File: config.mk
export PLATFORM = sky130hd
export DESIGN_NAME = hpgl_pen_command_parser_unit
export DESIGN_NICKNAME = d
export VERILOG_FILES = /design/src/rtl/core/hpcp_pkg.sv /design/src/rtl/core/hpgl_pen_command_parser_unit.sv
export VERILOG_INCLUDE_DIRS = /design/src /design/src/rtl/core
export SDC_FILE = /design/constraint.sdc
export NUM_CORES = 2
export LEC_CHECK = 0
export ABC_AREA = 1
export BUFFER_PORTS_ARGS = -buffer_cell sky130_fd_sc_hd__buf_2
export CAP_MARGIN = 15
export CELL_PAD_IN_SITES_DETAIL_PLACEMENT = 0
export CELL_PAD_IN_SITES_GLOBAL_PLACEMENT = 1
export CORE_ASPECT_RATIO = 0.9
export CORE_MARGIN = 2
export CORE_UTILIZATION = 52
export CTS_BUF_LIST = sky130_fd_sc_hd__clkbuf_16
export CTS_CLUSTER_DIAMETER = 60
export DETAILED_ROUTE_END_ITERATION = 6
export GPL_ROUTABILITY_DRIVEN = 0
export PLACE_DENSITY = 0.89
export SETUP_SLACK_MARGIN = 0.5
export SLEW_MARGIN = 20
export SYNTH_ARGS = -nofsm -noshare
export SYNTH_HDL_FRONTEND = slang
export SYNTH_SLANG_ARGS = --single-unit
File: constraint.sdc
create_clock -name clk -period 16.95 [get_ports clk]
set_input_delay 0.8475 -clock clk [delete_from_list [all_inputs] [get_ports clk]]
set_output_delay 0.8475 -clock clk [all_outputs]
set_load 0.02 [all_outputs]
File: src/rtl/core/hpgl_pen_command_parser_unit_defines.svh
// assertion macros for the hpgl pen command parser
// expects clk and arst_n in the scope of use
`ifndef HPGL_PEN_COMMAND_PARSER_UNIT_DEFINES_SVH
`define HPGL_PEN_COMMAND_PARSER_UNIT_DEFINES_SVH

// same-cycle implication
`define HPCP_ASSERT_NOW(lbl, ante, cons, msg) \
	lbl: assert property (@(posedge clk) disable iff (!arst_n) (ante) |-> (cons)) \
		else $error(msg);

// next-cycle implication
`define HPCP_ASSERT_NEXT(lbl, ante, cons, msg) \
	lbl: assert property (@(posedge clk) disable iff (!arst_n) (ante) |=> (cons)) \
		else $error(msg);

`endif

File: src/rtl/core/hpcp_pkg.sv
// package for the hpgl pen command parser
// parse phases, command letter codes and character constants; no dependencies
package hpcp_pkg;

	typedef enum logic [2:0] {
		PH_IDLE,
		PH_LETTER,
		PH_AFTER_IN,
		PH_COORDS,
		PH_SIGN,
		PH_DIGITS,
		PH_SKIP
	} phase_t;

	typedef enum logic [1:0] {
		LET_NONE,
		LET_I,
		LET_P
	} letter_t;

	localparam logic [7:0] CH_LF    = 8'd10;
	localparam logic [7:0] CH_TAB   = 8'd9;
	localparam logic [7:0] CH_VT    = 8'd11;
	localparam logic [7:0] CH_FF    = 8'd12;
	localparam logic [7:0] CH_CR    = 8'd13;
	localparam logic [7:0] CH_SPACE = 8'd32;
	localparam logic [7:0] CH_COMMA = 8'd44;
	localparam logic [7:0] CH_SEMI  = 8'd59;
	localparam logic [7:0] CH_PLUS  = 8'd43;
	localparam logic [7:0] CH_MINUS = 8'd45;
	localparam logic [7:0] CH_ZERO  = 8'd48;
	localparam logic [7:0] CH_NINE  = 8'd57;
	localparam logic [7:0] CH_A     = 8'd65;
	localparam logic [7:0] CH_D     = 8'd68;
	localparam logic [7:0] CH_I     = 8'd73;
	localparam logic [7:0] CH_N     = 8'd78;
	localparam logic [7:0] CH_P     = 8'd80;
	localparam logic [7:0] CH_R     = 8'd82;
	localparam logic [7:0] CH_U     = 8'd85;

endpackage

File: src/rtl/core/hpgl_pen_command_parser_unit.sv
// HPGL pen command parser: takes one character per cycle and emits one line segment
// per pen-down move, both ends scaled by SCALE. A character is taken in every cycle
// while the output side flows; the parse state updates in the cycle of the transfer,
// the segment endpoints are registered, then scaled by a constant multiplier into the
// result register. Relative moves saturate to the signed COORD_BITS range. Depends on
// hpcp_pkg and on hpgl_pen_command_parser_unit_defines.svh.
`include "hpgl_pen_command_parser_unit_defines.svh"

module hpgl_pen_command_parser_unit
	import hpcp_pkg::*;
#(
	parameter int COORD_BITS = 32,
	parameter int SCALE      = 100,
	localparam int OUT_BITS  = COORD_BITS + $clog2(SCALE)
) (
	input  logic                       clk,
	input  logic                       arst_n,
	input  logic                       in_valid,
	output logic                       in_stall,
	input  logic [7:0]                 ch,
	output logic                       out_valid,
	input  logic                       out_stall,
	output logic signed [OUT_BITS-1:0] start_x,
	output logic signed [OUT_BITS-1:0] start_y,
	output logic signed [OUT_BITS-1:0] end_x,
	output logic signed [OUT_BITS-1:0] end_y
);

	localparam int TW = COORD_BITS + 4;
	localparam logic [TW-1:0] MAG_LIMIT = TW'(1) << (COORD_BITS - 1);
	localparam logic signed [COORD_BITS-1:0] C_MAX = {1'b0, {(COORD_BITS-1){1'b1}}};
	localparam logic signed [COORD_BITS-1:0] C_MIN = {1'b1, {(COORD_BITS-1){1'b0}}};
	localparam logic signed [OUT_BITS-1:0] SCALE_W = OUT_BITS'(SCALE);

	function automatic logic signed [COORD_BITS-1:0] sat_add(
		input logic signed [COORD_BITS-1:0] a,
		input logic signed [COORD_BITS-1:0] b
	);
		logic signed [COORD_BITS:0] s;
		s = (COORD_BITS+1)'(a) + (COORD_BITS+1)'(b);
		if (s[COORD_BITS] != s[COORD_BITS-1]) begin
			return s[COORD_BITS] ? C_MIN : C_MAX;
		end
		return s[COORD_BITS-1:0];
	endfunction

	// parse state
	phase_t                        phase_q, phase_d;
	letter_t                       letter_q, letter_d;
	logic                          drawing_q, drawing_d;
	logic                          rel_q, rel_d;
	logic signed [COORD_BITS-1:0]  pen_x_q, pen_x_d;
	logic signed [COORD_BITS-1:0]  pen_y_q, pen_y_d;
	logic signed [COORD_BITS-1:0]  held_x_q, held_x_d;
	logic [COORD_BITS-1:0]         accum_q, accum_d;
	logic                          neg_q, neg_d;
	logic                          wait_y_q, wait_y_d;

	// segment stage and result register
	logic                          seg_valid_s1;
	logic signed [COORD_BITS-1:0]  sx_s1, sy_s1, ex_s1, ey_s1;
	logic                          out_valid_q;
	logic signed [OUT_BITS-1:0]    start_x_q, start_y_q, end_x_q, end_y_q;

	logic                          accept, s2_ready, s1_ready;
	logic                          is_eol, is_sep, is_semi, is_digit, is_sign;
	logic [3:0]                    digit;
	logic [TW-1:0]                 next_accum;
	logic                          fin_bad, fin_seg, seg_v;
	logic signed [COORD_BITS-1:0]  fin_val, fin_x, fin_y;
	phase_t                        cc_phase;
	logic                          cc_num;
	logic [COORD_BITS-1:0]         cc_accum;
	logic                          cc_neg;

	assign s2_ready = !out_valid_q || !out_stall;
	assign s1_ready = !seg_valid_s1 || s2_ready;
	assign in_stall = !s1_ready;
	assign accept   = in_valid && !in_stall;

	assign is_eol   = (ch == CH_LF);
	assign is_semi  = (ch == CH_SEMI);
	assign is_sep   = (ch == CH_SPACE) || (ch == CH_TAB) || (ch == CH_CR) || (ch == CH_VT)
		|| (ch == CH_FF) || (ch == CH_COMMA);
	assign is_digit = (ch >= CH_ZERO) && (ch <= CH_NINE);
	assign is_sign  = (ch == CH_PLUS) || (ch == CH_MINUS);
	assign digit    = 4'(ch - CH_ZERO);

	assign next_accum = (TW'(accum_q) << 3) + (TW'(accum_q) << 1) + TW'(digit);

	// completion of the pending number
	assign fin_bad = !neg_q && accum_q[COORD_BITS-1];
	assign fin_val = neg_q ? $signed(COORD_BITS'(0) - accum_q) : $signed(accum_q);
	assign fin_x   = rel_q ? sat_add(held_x_q, pen_x_q) : held_x_q;
	assign fin_y   = rel_q ? sat_add(fin_val, pen_y_q) : fin_val;
	assign fin_seg = drawing_q && ((fin_x != pen_x_q) || (fin_y != pen_y_q));

	// character inside a coordinate list
	always_comb begin
		cc_num   = 1'b0;
		cc_accum = '0;
		cc_neg   = 1'b0;
		if (is_sep) begin
			cc_phase = PH_COORDS;
		end else if (is_semi) begin
			cc_phase = PH_IDLE;
		end else if (is_digit) begin
			cc_phase = PH_DIGITS;
			cc_num   = 1'b1;
			cc_accum = COORD_BITS'(digit);
		end else if (is_sign) begin
			cc_phase = PH_SIGN;
			cc_num   = 1'b1;
			cc_neg   = (ch == CH_MINUS);
		end else begin
			cc_phase = PH_SKIP;
		end
	end

	always_comb begin
		phase_d    = phase_q;
		letter_d   = letter_q;
		drawing_d  = drawing_q;
		rel_d      = rel_q;
		pen_x_d    = pen_x_q;
		pen_y_d    = pen_y_q;
		held_x_d   = held_x_q;
		accum_d    = accum_q;
		neg_d      = neg_q;
		wait_y_d   = wait_y_q;
		seg_v      = 1'b0;
		if (is_eol) begin
			if (phase_q == PH_DIGITS && !fin_bad) begin
				if (!wait_y_q) begin
					held_x_d = fin_val;
				end else begin
					pen_x_d = fin_x;
					pen_y_d = fin_y;
					seg_v   = fin_seg;
				end
			end
			phase_d  = PH_IDLE;
			letter_d = LET_NONE;
			wait_y_d = 1'b0;
			accum_d  = '0;
			neg_d    = 1'b0;
		end else begin
			unique case (phase_q)
				PH_IDLE: begin
					if (is_sep || is_semi) begin
						phase_d = PH_IDLE;
					end else if (ch == CH_I) begin
						letter_d = LET_I;
						phase_d  = PH_LETTER;
					end else if (ch == CH_P) begin
						letter_d = LET_P;
						phase_d  = PH_LETTER;
					end else begin
						phase_d = PH_SKIP;
					end
				end
				PH_LETTER: begin
					if (letter_q == LET_I && ch == CH_N) begin
						pen_x_d    = '0;
						pen_y_d    = '0;
						held_x_d   = '0;
						drawing_d  = 1'b0;
						rel_d      = 1'b0;
						wait_y_d   = 1'b0;
						phase_d    = PH_AFTER_IN;
					end else if (letter_q == LET_P && (ch == CH_D || ch == CH_U
						|| ch == CH_R || ch == CH_A)) begin
						if (ch == CH_D) begin
							drawing_d = 1'b1;
						end else if (ch == CH_U) begin
							drawing_d = 1'b0;
						end else if (ch == CH_R) begin
							rel_d = 1'b1;
						end else begin
							rel_d = 1'b0;
						end
						wait_y_d = 1'b0;
						accum_d  = '0;
						neg_d    = 1'b0;
						phase_d  = PH_COORDS;
					end else begin
						phase_d = is_semi ? PH_IDLE : PH_SKIP;
					end
					letter_d = LET_NONE;
				end
				PH_AFTER_IN: begin
					if (is_semi) begin
						phase_d = PH_IDLE;
					end else if (!is_sep) begin
						phase_d = PH_SKIP;
					end
				end
				PH_COORDS: begin
					phase_d = cc_phase;
					if (cc_num) begin
						accum_d = cc_accum;
						neg_d   = cc_neg;
					end
				end
				PH_SIGN: begin
					if (is_digit) begin
						accum_d = COORD_BITS'(digit);
						phase_d = PH_DIGITS;
					end else begin
						accum_d = '0;
						neg_d   = 1'b0;
						phase_d = is_semi ? PH_IDLE : PH_SKIP;
					end
				end
				PH_DIGITS: begin
					if (is_digit) begin
						if (next_accum > MAG_LIMIT) begin
							accum_d = '0;
							neg_d   = 1'b0;
							phase_d = PH_SKIP;
						end else begin
							accum_d = next_accum[COORD_BITS-1:0];
						end
					end else if (fin_bad) begin
						accum_d = '0;
						neg_d   = 1'b0;
						phase_d = is_semi ? PH_IDLE : PH_SKIP;
					end else begin
						if (!wait_y_q) begin
							held_x_d = fin_val;
							wait_y_d = 1'b1;
						end else begin
							wait_y_d = 1'b0;
							pen_x_d  = fin_x;
							pen_y_d  = fin_y;
							seg_v    = fin_seg;
						end
						accum_d = cc_accum;
						neg_d   = cc_neg;
						phase_d = cc_phase;
					end
				end
				default: begin
					phase_d = is_semi ? PH_IDLE : PH_SKIP;
				end
			endcase
		end
	end

	always_ff @(posedge clk or negedge arst_n) begin
		if (!arst_n) begin
			phase_q    <= PH_IDLE;
			letter_q   <= LET_NONE;
			drawing_q  <= 1'b0;
			rel_q      <= 1'b0;
			pen_x_q    <= '0;
			pen_y_q    <= '0;
			held_x_q   <= '0;
			accum_q    <= '0;
			neg_q      <= 1'b0;
			wait_y_q   <= 1'b0;
		end else if (accept) begin
			phase_q    <= phase_d;
			letter_q   <= letter_d;
			drawing_q  <= drawing_d;
			rel_q      <= rel_d;
			pen_x_q    <= pen_x_d;
			pen_y_q    <= pen_y_d;
			held_x_q   <= held_x_d;
			accum_q    <= accum_d;
			neg_q      <= neg_d;
			wait_y_q   <= wait_y_d;
		end
	end

	// segment endpoints, unscaled
	always_ff @(posedge clk or negedge arst_n) begin
		if (!arst_n) begin
			seg_valid_s1 <= 1'b0;
		end else if (accept) begin
			seg_valid_s1 <= seg_v;
		end else if (s2_ready) begin
			seg_valid_s1 <= 1'b0;
		end
	end

	always_ff @(posedge clk) begin
		if (accept && seg_v) begin
			sx_s1 <= pen_x_q;
			sy_s1 <= pen_y_q;
			ex_s1 <= pen_x_d;
			ey_s1 <= pen_y_d;
		end
	end

	// scaled result register
	always_ff @(posedge clk or negedge arst_n) begin
		if (!arst_n) begin
			out_valid_q <= 1'b0;
		end else if (s2_ready) begin
			out_valid_q <= seg_valid_s1;
		end
	end

	always_ff @(posedge clk) begin
		if (s2_ready && seg_valid_s1) begin
			start_x_q <= OUT_BITS'(sx_s1) * SCALE_W;
			start_y_q <= OUT_BITS'(sy_s1) * SCALE_W;
			end_x_q   <= OUT_BITS'(ex_s1) * SCALE_W;
			end_y_q   <= OUT_BITS'(ey_s1) * SCALE_W;
		end
	end

	assign out_valid = out_valid_q;
	assign start_x   = start_x_q;
	assign start_y   = start_y_q;
	assign end_x     = end_x_q;
	assign end_y     = end_y_q;

	`HPCP_ASSERT_NOW(a_seg_moves, seg_valid_s1, (sx_s1 != ex_s1) || (sy_s1 != ey_s1), "zero move")
	`HPCP_ASSERT_NEXT(a_eol_idle, accept && is_eol, (phase_q == PH_IDLE) && !wait_y_q, "eol busy")
	`HPCP_ASSERT_NOW(a_accum_range, phase_q == PH_DIGITS, TW'(accum_q) <= MAG_LIMIT, "accum range")

endmodule
==> run metrics <==
clock slew at reported path FFs=0.06 ns; crit path max fanout=67; area delta synth->final=9.363%; Num CTS Buffers=58; Startpoint Class=register; Routed WL=105,000 um; antenna violations before repair=4; Sink Count=415; H-tree depth=2; worst path required time=17.20 ns; first-pass GRT wire length=170,200 um; multiplexer share of the synthesized area=0.0002831; Critical R2R Launch=accum_q[0]; Nets=6,018; Avg WL per Cell=16.29 um; flop-to-flop setup slack=10.04 ns; DP Wirelength=85,440 um; Synth cell types=59; Synth Cell Area=39,780 sq um; total grt overflow=0; register area share after synthesis=0.2958; Initial Util=0.5232; Post-Synth Adder-Cell Area=0.2241; Resized Gates After CTS=0; Post-synth top flop=edfxtp_1; cell mode on critical path=nand2_1; Crit Path Category=register to register; Hold Path Class=primary input to async pin; worst skew pair latency=0.64 ns; Crit. End Element=register; main combinational cell family by area after synthesis=adder cells; Core Rows=96; placed cell count=6,337; CTS Root Cell=clkbuf_16; Net Switching=922.0 uW; Int Pwr=1.960 mW; simple-gate area share of the yosys netlist=0.1984; DIE AREA=78,740 sq um; die height=266.4 um; Power Density=66.25 nW/um^2; Layout Utilization=0.5722; DRC errors left=0; Tot GR Track Use=0.2707; Combinational Power Share=0.159; sequential power share=0.420; hold buffers post-CTS=0; die span in x=295.6 um; Tightest Pin Transition=0.9935 ns; CTS Buffer Depth=3; average size of a mapped cell=7.614 sq um; Async S/R FF share, synth=0.3349; vias in the first global route=32,623; setup TNS=0 ns; Setup Viol. Count Final=0; clock skew=0.02538 ns; vias per cell=5.285; total power=2.883 mW; Core Box Area=76,030 sq um; largest net degree at the start of global routing=90; CTS tree=yes; unrepaired setup endpoints after global routing=no; vias=34,070; power share of the clock group=0.421; sum of buffers and inverters on the critical path=5; Post-Synth XOR/XNOR Area=0.04623; Final Max Tran Viols=0; Slowest cell on crit path=buf_4; maximum capacitance violations=0; flops & latches, synth=415; crit-path max cell delay=0.74 ns; number of flops mapped to enable cells by yosys=276; post-detailed-route count of antenna-violating nets=0; FMAX=144.7 MHz; drt first pass iters=6; family with the most delay on the worst path=simple AND/OR/NAND/NOR gates; max_slew headroom=0.3376; Final Cycle Share=0.4077; Final Critical Period=6.911 ns; arrival time at the worst endpoint=7.16 ns; status=finished clean; fin cells=6,447; commonest cells after routing, fill and taps aside=1,211 x nand2_1, 994 x inv_1, 514 x ha_1, 389 x o21ai_0, 358 x nor2_1; Cells after Synth=5,225; commonest non-fill, non-tap cell in the layout=nand2_1; Post-CTS Setup Inserts=0; Synth Area in Compound Gates=0.1278; Yosys warnings=0; final count of hold timing violations=0; switch share=0.3199; I/O pins=170; leakage power=22.93 nW; VDD IR max=87.26 uV; Fin Hold WS=0.2275 ns; CP startpoint=accum_q[0]; count of buffers from port buffering=161; layout cells sized above 1=0.06461; initial DRC count=2,190
## final cells by class
type                       count  area, sq um
sequential                   415        11770
inverter                    1005         3775
antenna                        1        2.502
timing repair buffer         179        950.9
multi-input combinational   3709        23780
fill                        7110        32530
clock buffer                  59         1476
clock inverter                50        464.2
tap                         1029         1287
## cells in the mapped netlist, drive strengths merged, types with 18 or more instances
cell type  number  area share
a21boi         18      0.0039
a21o           19      0.0036
a21oi         302       0.039
a31oi          21      0.0033
buf            37      0.0064
clkbuf         66      0.0062
dfrtp         139       0.087
edfxtp        276        0.21
fa            124       0.062
ha            514        0.16
inv          1005       0.095
nand2        1227        0.12
nand3         236       0.030
nand4          33      0.0052
nor2          365       0.035
nor3           47      0.0063
o21ai         449       0.057
o21bai         34      0.0067
o22ai          18      0.0036
xnor2          69       0.015
xor2          141       0.031
## logic make-up after synthesis
logic type | after synthesis
XOR/XNOR | 210
multiplexers | 1
AO/OA/AOI/OAI | 915
other | 1
adder cells (fa/ha/maj) | 638
AND/OR/NAND/NOR | 1937
buffers and inverters | 1108
flip-flops | 415
## power by group through the flow
stage          Sequential, mW  Combinational, mW  Clock [mW]
4_1_cts                  1.21              0.453        1.24
3_5_place_dp             1.23              0.451           0
5_1_grt                  1.21              0.515        1.27
2_1_floorplan            1.17              0.336           0
3_3_place_gp             1.23              0.450           0
6_report                 1.21              0.459        1.21
## worst paths after layout
kind,end,cells past startpoint
min,out_valid,1
min in group clk,out_valid,3
max,sx_s1[17],35
max in group asynchronous,pen_x_q[15],2
max reg2reg,sx_s1[17],35
min reg2reg,start_x[4],0
## metrics by stage
stage,setup WS [ns],area (sq um)
detailed placement,10.16,41560
finish,10.04,43510
CTS,10.16,43500
global route,9.327,43500
floorplan,8.440,39810
global placement,10.40,41560
## worst register-to-register path, delay by kind of cell (launching register included)
family / cells / cell delay, ns
buf+inv: 5 / 1.71
flops: 1 / 0.47
compound gates: 3 / 1.15
fa+ha+maj: 2 / 0.57
simple gates: 24 / 2.29
xor+xnor: 1 / 0.30
## registers in the layout, summed over array words and instances (netlist names)
name and flops:
accum_q 32, drawing_q 1, end_x 37, end_y 37, ex_s1 32, ey_s1 32, held_x_q 32, letter_q 2
neg_q 1, out_valid 1, pen_x_q 32, pen_y_q 32, phase_q 3, rel_q 1, seg_valid_s1 1, start_x 37
start_y 37, sx_s1 32, sy_s1 32, wait_y_q 1
## metal layers
layer / global-route usage / vias up / share of wire
met3: 0.04638 / 206 / 0.063
met4: 0.09384 / 6 / 0.037
li1: - / 17223 / -
met1: 0.3577 / 15744 / 0.44
met5: 0 / - / 0.00043
met2: 0.4478 / 891 / 0.46
No activity file was read; power rests on OpenSTA's default activity.
